--- src/frb_pkg.sv ---
// Types, codes and constants for the frame ring buffer
`timescale 1ns / 1ps
package frb_pkg;

  localparam int BUF_BYTES = 65536;
  localparam int ADDR_W    = $clog2(BUF_BYTES);
  localparam int HDR_BYTES = 16;
  localparam int RLEN_W    = 17;

  localparam logic [2:0] OP_PUT_FRAME = 3'd0;
  localparam logic [2:0] OP_PUT_BYTE  = 3'd1;
  localparam logic [2:0] OP_GET_FRAME = 3'd2;
  localparam logic [2:0] OP_GET_BYTE  = 3'd3;
  localparam logic [2:0] OP_CLEAR     = 3'd4;
  localparam logic [2:0] OP_DISCARD   = 3'd5;
  localparam logic [2:0] OP_DURATION  = 3'd6;

  localparam logic [2:0] ST_OK          = 3'd0;
  localparam logic [2:0] ST_EMPTY       = 3'd1;
  localparam logic [2:0] ST_TOO_LARGE   = 3'd2;
  localparam logic [2:0] ST_READER_SMALL = 3'd3;
  localparam logic [2:0] ST_CORRUPT     = 3'd4;
  localparam logic [2:0] ST_BUSY        = 3'd5;
  localparam logic [2:0] ST_NOT_ENABLED = 3'd6;

  localparam logic [3:0] STREAM_VIDEO = 4'd1;
  localparam logic [3:0] FRAME_I      = 4'd1;

  localparam logic [3:0] HDR_RD_LAST = 4'd10;
  localparam logic [3:0] HDR_WR_LAST = 4'd15;

  typedef struct packed {
    logic [2:0]  op;
    logic [7:0]  data_byte;
    logic [15:0] frame_len;
    logic [3:0]  stream_type;
    logic [3:0]  frame_type;
    logic [47:0] timestamp;
    logic [15:0] reader_capacity;
  } in_item_t;

  typedef struct packed {
    logic [2:0]  status;
    logic [7:0]  data_out;
    logic [3:0]  out_stream_type;
    logic [3:0]  out_frame_type;
    logic [47:0] out_timestamp;
    logic [15:0] out_frame_len;
    logic        last_byte;
    logic [16:0] free_bytes;
    logic [47:0] duration;
  } out_item_t;

  typedef enum logic [3:0] {
    CM_NONE,
    CM_LOAD,
    CM_SET_STATUS,
    CM_PUT_BYTE,
    CM_GB_ISSUE,
    CM_GB_CAPTURE,
    CM_CLEAR,
    CM_WALK_INIT,
    CM_HDR_READ,
    CM_EVICT_STEP,
    CM_HDR_WRITE,
    CM_GET_FRAME,
    CM_WALK_STEP,
    CM_POST
  } cmd_code_t;

  typedef struct packed {
    cmd_code_t  code;
    logic [2:0] stat;
  } ctl_cmd_t;

  typedef struct packed {
    logic [2:0] op;
    logic       en;
    logic       wr_busy;
    logic       rd_busy;
    logic       empty;
    logic       too_large;
    logic       need_evict;
    logic       hdr_done;
    logic       hwr_last;
    logic       corrupt;
    logic       evict_done;
    logic       walk_last;
    logic       slot_free;
  } dp_sts_t;

endpackage

--- src/frb_ctrl.sv ---
// Controller state machine: sequences datapath commands for each operation
`timescale 1ns / 1ps
module frb_ctrl (
  input  logic              clk,
  input  logic              rst_n,
  input  logic              in_valid,
  output logic              in_ready,
  input  frb_pkg::dp_sts_t  sts,
  output frb_pkg::ctl_cmd_t cmd
);
  import frb_pkg::*;

  typedef enum logic [6:0] {
    S_IDLE = 7'b0000001,
    S_EXEC = 7'b0000010,
    S_HRD  = 7'b0000100,
    S_EVAL = 7'b0001000,
    S_HWR  = 7'b0010000,
    S_GBW  = 7'b0100000,
    S_POST = 7'b1000000
  } state_t;

  state_t state_r, state_nxt;

  always_comb begin
    state_nxt = state_r;
    cmd.code  = CM_NONE;
    cmd.stat  = ST_OK;
    unique case (state_r)
      S_IDLE: begin
        if (in_valid) begin
          cmd.code  = CM_LOAD;
          state_nxt = S_EXEC;
        end
      end
      S_EXEC: begin
        state_nxt = S_POST;
        if (!sts.en) begin
          cmd.code = CM_SET_STATUS;
          cmd.stat = ST_NOT_ENABLED;
        end else if ((sts.wr_busy && sts.op != OP_PUT_BYTE) ||
                     (sts.rd_busy && sts.op != OP_GET_BYTE)) begin
          cmd.code = CM_SET_STATUS;
          cmd.stat = ST_BUSY;
        end else begin
          unique case (sts.op)
            OP_PUT_FRAME: begin
              if (sts.too_large) begin
                cmd.code = CM_SET_STATUS;
                cmd.stat = ST_TOO_LARGE;
              end else if (sts.need_evict) begin
                cmd.code  = CM_WALK_INIT;
                state_nxt = S_HRD;
              end else begin
                state_nxt = S_HWR;
              end
            end
            OP_PUT_BYTE: begin
              if (!sts.wr_busy) begin
                cmd.code = CM_SET_STATUS;
                cmd.stat = ST_EMPTY;
              end else begin
                cmd.code = CM_PUT_BYTE;
              end
            end
            OP_GET_BYTE: begin
              if (!sts.rd_busy) begin
                cmd.code = CM_SET_STATUS;
                cmd.stat = ST_EMPTY;
              end else begin
                cmd.code  = CM_GB_ISSUE;
                state_nxt = S_GBW;
              end
            end
            OP_CLEAR: cmd.code = CM_CLEAR;
            OP_GET_FRAME, OP_DISCARD, OP_DURATION: begin
              if (sts.empty) begin
                cmd.code = CM_SET_STATUS;
                cmd.stat = ST_EMPTY;
              end else begin
                cmd.code  = CM_WALK_INIT;
                state_nxt = S_HRD;
              end
            end
            default: cmd.code = CM_NONE;
          endcase
        end
      end
      S_HRD: begin
        cmd.code = CM_HDR_READ;
        if (sts.hdr_done) begin
          state_nxt = S_EVAL;
        end
      end
      S_EVAL: begin
        unique case (sts.op)
          OP_PUT_FRAME: begin
            if (sts.corrupt) begin
              cmd.code  = CM_CLEAR;
              state_nxt = S_HWR;
            end else begin
              cmd.code  = CM_EVICT_STEP;
              state_nxt = sts.evict_done ? S_HWR : S_HRD;
            end
          end
          OP_GET_FRAME: begin
            cmd.code  = CM_GET_FRAME;
            state_nxt = S_POST;
          end
          default: begin
            cmd.code  = CM_WALK_STEP;
            state_nxt = sts.walk_last ? S_POST : S_HRD;
          end
        endcase
      end
      S_HWR: begin
        cmd.code = CM_HDR_WRITE;
        if (sts.hwr_last) begin
          state_nxt = S_POST;
        end
      end
      S_GBW: begin
        cmd.code  = CM_GB_CAPTURE;
        state_nxt = S_POST;
      end
      S_POST: begin
        if (sts.slot_free) begin
          cmd.code  = CM_POST;
          state_nxt = S_IDLE;
        end
      end
      default: state_nxt = S_IDLE;
    endcase
  end

  always_ff @(posedge clk) begin
    if (!rst_n) begin
      state_r <= S_IDLE;
    end else begin
      state_r <= state_nxt;
    end
  end

  assign in_ready = (state_r == S_IDLE);

endmodule

--- config.mk ---
export PLATFORM = sky130hd
export DESIGN_NAME = frb_ctrl
export DESIGN_NICKNAME = d
export VERILOG_FILES = /design/src/frb_pkg.sv /design/src/frb_ctrl.sv
export SDC_FILE = /design/constraint.sdc
export NUM_CORES = 1
export LEC_CHECK = 0
export ABC_AREA = 1
export BUFFER_PORTS_ARGS = -buffer_cell sky130_fd_sc_hd__buf_2
export CAP_MARGIN = 10
export CORE_MARGIN = 2
export CORE_UTILIZATION = 54
export CTS_BUF_LIST = sky130_fd_sc_hd__clkbuf_16
export DETAILED_ROUTE_END_ITERATION = 10
export GPL_ROUTABILITY_DRIVEN = 0
export HOLD_SLACK_MARGIN = 0.02
export PLACE_DENSITY = 0.84
export SETUP_SLACK_MARGIN = 0.5
export SLEW_MARGIN = 20
export SYNTH_ARGS = -nofsm -noshare
export SYNTH_HDL_FRONTEND = slang
export SYNTH_SLANG_ARGS = --single-unit
--- constraint.sdc ---
create_clock -name clk -period 2.05 [get_ports clk]
set_input_delay 0.205 -clock clk [delete_from_list [all_inputs] [get_ports clk]]
set_output_delay 0.205 -clock clk [all_outputs]
set_load 0.02 [all_outputs]
==> results of run 1 <==
synth_stat cells (2+ instances only):
master,n,share of area
nand3_1,19,0.11
nand3_2,2,0.024
nand2_1,21,0.095
nor3_1,4,0.024
nor2_2,3,0.023
nor2_1,7,0.032
nor2_4,3,0.041
inv_1,28,0.13
nand2_2,5,0.038
nand4_1,9,0.068
o21ai_0,4,0.024
inv_2,4,0.018
a21oi_1,2,0.012
dfxtp_1,7,0.17
o211ai_1,6,0.054
per-layer routing:
metal  GRT overflow  track usage
met3              0        0.443
met5              0       0.0667
met1              0        0.694
met4             12        0.848
met2             21         1.00
stage by stage:
step | instance area [sq um] | util | worst slack [ns] | cells
floorplan | 831 | - | 0.470 | 138
global placement | 976 | 0.663 | 0.443 | 179
detailed placement | 976 | 0.663 | 0.438 | 179
CTS | 1300 | 0.884 | 0.326 | 203
cells by family after synthesis:
kind of cell,count (synthesis)
buffers and inverters,33
AND/OR/NAND/NOR,80
flip-flops,7
AO/OA/AOI/OAI,18
timing repair:
item,4_1_cts
pin swaps,9
resized for setup,33
setup buffers,20
setup endpoints to repair,7
==> summary.md, run 1 <==
| Metric | Value |
|---|---|
| Adder-cell area share of the yosys netlist | `0` |
| IO Pins | `26` |
| Global route total overflow | `33` |
| Clk buf depth | `2` |
| Worst EP kind | `output port` |
| Yosys reg bits | `7` |
| Die X | `43.2 microns` |
| Synthesized Nets | `156` |
| Xor and xnor fraction of the mapped netlist area | `0` |
| H-tree levels | `1` |
| Cells after Synth | `138` |
| Simple-Gate Fraction of Synth Area | `0.538` |
| Syn Area/Cell | `6.02 sq um` |
| Stopped at | `5_1_grt` |
| Starting Density | `0.565` |
| Synth warn | `0` |
| Compound-cell area share of the yosys netlist | `0.142` |
| Pin count of the biggest net entering global routing | `8` |
| Largest family of logic cells by synthesized area | `simple AND/OR/NAND/NOR gates` |
| Post-synthesis cell type count | `29` |
| IO buf count | `25` |
| Status | `did not finish` |
| Chip Height | `43.2 microns` |
| Cts hold-fix bufs | `0` |
| Post-synth EDFFs | `0` |
| Clk root buf | `clkbuf_16` |
| Seq/Total Area, Yosys | `0.169` |
| # clock sinks | `7` |
| Rows | `14` |
| Mux contribution to synthesized area | `0` |
| Hpwl dp | `1.82 mm` |
| Synth async-reset ratio | `0` |
| Error msg | `[ERROR GRT-0232] Routing congestion too high. Check the congestion heatmap in the GUI.` |
| Clock buffer count from CTS | `3` |
| Dominant synthesized flop cell | `dfxtp_1` |
| Tot GR Track Use | `0.737` |
| Worst_ep grt | `cmd[3]` |
| Post-Syn Area | `831 sq um` |
==> run 2: changes to the inputs <==
CORE_AREA = 2 2 63 65   (was default)
CORE_MARGIN = default   (was 2)
CORE_UTILIZATION = default   (was 54)
CTS_BUF_LIST = default   (was sky130_fd_sc_hd__clkbuf_16)
DIE_AREA = 0 0 65 67   (was default)
HOLD_SLACK_MARGIN = default   (was 0.02)
PLACE_DENSITY = default   (was 0.84)
PLACE_DENSITY_LB_ADDON = 0.15   (was default)
SETUP_SLACK_MARGIN = default   (was 0.5)
==> run 2 against run 1 <==
The flow now finishes without violations. Area after synthesis is the same. Synthesized cell count is the same.
==> summary.md, run 2 <==
| Metric | Value |
|---|---|
| Status | `complete, no violations` |
| Post-synthesis cell type count | `29` |
| Initial DRT Pass Iterations | `4` |
| Dominant synthesized flop cell | `dfxtp_1` |
| DP Area | `1020 sq um` |
| Cts hold-fix bufs | `0` |
| IO buf count | `25` |
| Commonest non-fill, non-tap cell in the layout | `inv_1` |
| Top post-synthesis cells by area | `dfxtp_1, inv_1, nand3_1` |
| Initial DRC Count | `22` |
| Clk_skew | `0.000269 ns` |
| CP startpoint kind | `flop` |
| # DRC | `0` |
| Final setup fails | `0` |
| Pin count of the biggest net entering global routing | `8` |
| Max-Cap Viols | `0` |
| IO Pins | `26` |
| Final period util | `0.906` |
| TritonCTS clock tree | `built` |
| Initial antenna violation count | `0` |
| Vias in the first global route | `905` |
| Synthesized Nets | `156` |
| Final non-filler cell area | `1060 sq um` |
| Starting Density | `0.230` |
| Vias per cell | `4.51` |
| Clock buffer count from CTS | `3` |
| Clk root buf | `clkbuf_8` |
| Synth area leader | `dfxtp_1` |
| Peak VDD IR | `134 uV` |
| Post-synth EDFFs | `0` |
| Final Max Slew Viols | `0` |
| Avg WL per Cell | `11.1 microns` |
| Area fraction of the dominant cell type after synthesis | `0.169` |
| Max FFs per register | `7` |
| Area growth from synthesis to layout | `27.7%` |
| Syn Area/Cell | `6.02 sq um` |
| Post-layout nets | `186` |
| Flop pwr share | `0.282` |
| Setup TNS | `0 ns` |
| Pin slew with the least headroom to its limit | `0.294 ns` |
| PwrDens | `524 nW/um^2` |
| Rows | `22` |
| Final Hold Vio Count | `0` |
| Clk_lat worst skew | `0.22 ns` |
| Clk buf depth | `2` |
| Tot GR Track Use | `0.116` |
| Leakage | `0.591 nW` |
| Die area | `4360 sq um` |
| Rel. slew slack | `0.803` |
| Biggest regs | `state_r (7)` |
| Synth warn | `0` |
| Diode count | `0` |
| CP Class | `flop to output port` |
| Comb power frac | `0.379` |
| Crit-path max FO | `4` |
| Yosys reg bits | `7` |
| H-tree levels | `1` |
| Hpwl dp | `2.09 mm` |
| Top-count cell post-synth | `inv_1` |
| Clk pwr share | `0.339` |
| Internal | `0.357 mW` |
| PostCTS Resize Cnt | `0` |
| Worst hold-check path type | `input port to flop` |
| Vias | `969` |
| Worst Setup End Kind | `output port` |
| Switching Power | `0.199 mW` |
| Sw Ratio | `0.358` |
| Chip Height | `67 microns` |
| # clock sinks | `7` |
| Total Routed Length | `2.39 mm` |
| Global route total overflow | `0` |
| Tmin final | `1.86 ns` |
| RSZ-0062 raised after global routing | `false` |
| Critical Path RT | `1.85 ns` |
| Synth async-reset ratio | `0` |
| Setup bufs post-CTS | `0` |
| First-pass GRT wire length | `3.92 mm` |
| Cells after Synth | `138` |
| Post-synth top cells | `inv_1, nand2_1, nand3_1` |
| Seq/Total Area, Yosys | `0.169` |
| Clk slew on worst S/H paths | `0.04 ns` |
| Most frequent cells in the layout | `inv_1, buf_2, nand2_1` |
| Post-Syn Area | `831 sq um` |
| Post-route ant nets | `0` |
| Core outline area | `3610 sq um` |
| Arrival @ worst endpoint | `1.65 ns` |
| Layout cell share with drive strength beyond 1 | `0.299` |
| Biggest register | `state_r` |
| Die X | `65 microns` |
| Max frequency | `539 MHz` |
==> run 2: cell counts after synthesis <==
No cell type changed its count.
==> run 2: path summary, 6_finish.rpt <==
path | startpoint | endpoint | slack, ns | cells past startpoint
worst max register to register | state_r[2] | state_r[0] | 0.62 | 8
worst min-delay path | rst_n | state_r[0] | 0.23 | 2
worst min register to register | state_r[6] | state_r[6] | 0.55 | 2
worst max-delay path | state_r[2] | cmd[3] | 0.19 | 8
==> run 2: kinds of logic (layout without fill, tap and decap cells) <==
family          Yosys count  count (layout)  share of synthesized area
compound gates           18              18                      0.142
buf+inv                  33              62                      0.152
flops                     7               7                      0.169
simple gates             80              80                      0.538
==> run 2: worst max-delay path, stage by stage, from the launching register on <==
cell and delay [ns]:
dfxtp_1 0.31, nor2_1 0.21, nand2_1 0.13, nor2_2 0.18
nand4_1 0.14, nand2_1 0.12, a21oi_1 0.05, o211ai_1 0.10
buf_2 0.19
==> run 2: stage by stage <==
| stage | std cells | setup slack (ns) | power, mW | hold WS, ns | utilization |
|---|---|---|---|---|---|
| 4_1_cts | 215 | 0.156 | 0.564 | 0.230 | 0.294 |
| 3_3_place_gp | 211 | 0.415 | 0.369 | 0.457 | 0.282 |
| 3_5_place_dp | 211 | 0.401 | 0.371 | 0.458 | 0.282 |
| 5_1_grt | 215 | 0.00796 | 0.597 | 0.244 | 0.294 |
| 6_report | 215 | 0.194 | 0.556 | 0.230 | 0.294 |
| 2_1_floorplan | 138 | 0.470 | 0.304 | 0.289 | - |
==> run 2: power by group through the flow <==
stage | clock network, mW | logic [mW] | registers, mW
2_1_floorplan | 0 | 0.146 | 0.158
3_3_place_gp | 0 | 0.210 | 0.159
3_5_place_dp | 0 | 0.212 | 0.159
4_1_cts | 0.193 | 0.214 | 0.157
5_1_grt | 0.204 | 0.235 | 0.158
6_report | 0.188 | 0.211 | 0.157
==> run 2: metal layers <==
| metal | wire length (microns) | part of all wire | vias to the layer above | GRT usage |
|---|---|---|---|---|
| li1 | - | - | 522 | - |
| met1 | 1140 | 0.48 | 425 | 0.144 |
| met2 | 1130 | 0.48 | 20 | 0.201 |
| met3 | 89 | 0.037 | 2 | 0.0169 |
| met4 | 25 | 0.010 | 0 | 0.0479 |
| met5 | 0 | 0 | - | 0 |
==> run 2: layout make-up <==
class	instances	area [sq um]
timing repair buffer	25	125
fill	418	2540
sequential	7	140
clock buffer	4	45.0
inverter	33	126
multi-input combinational	98	564
tap	48	60.1
(Power assumes the default switching activity.)
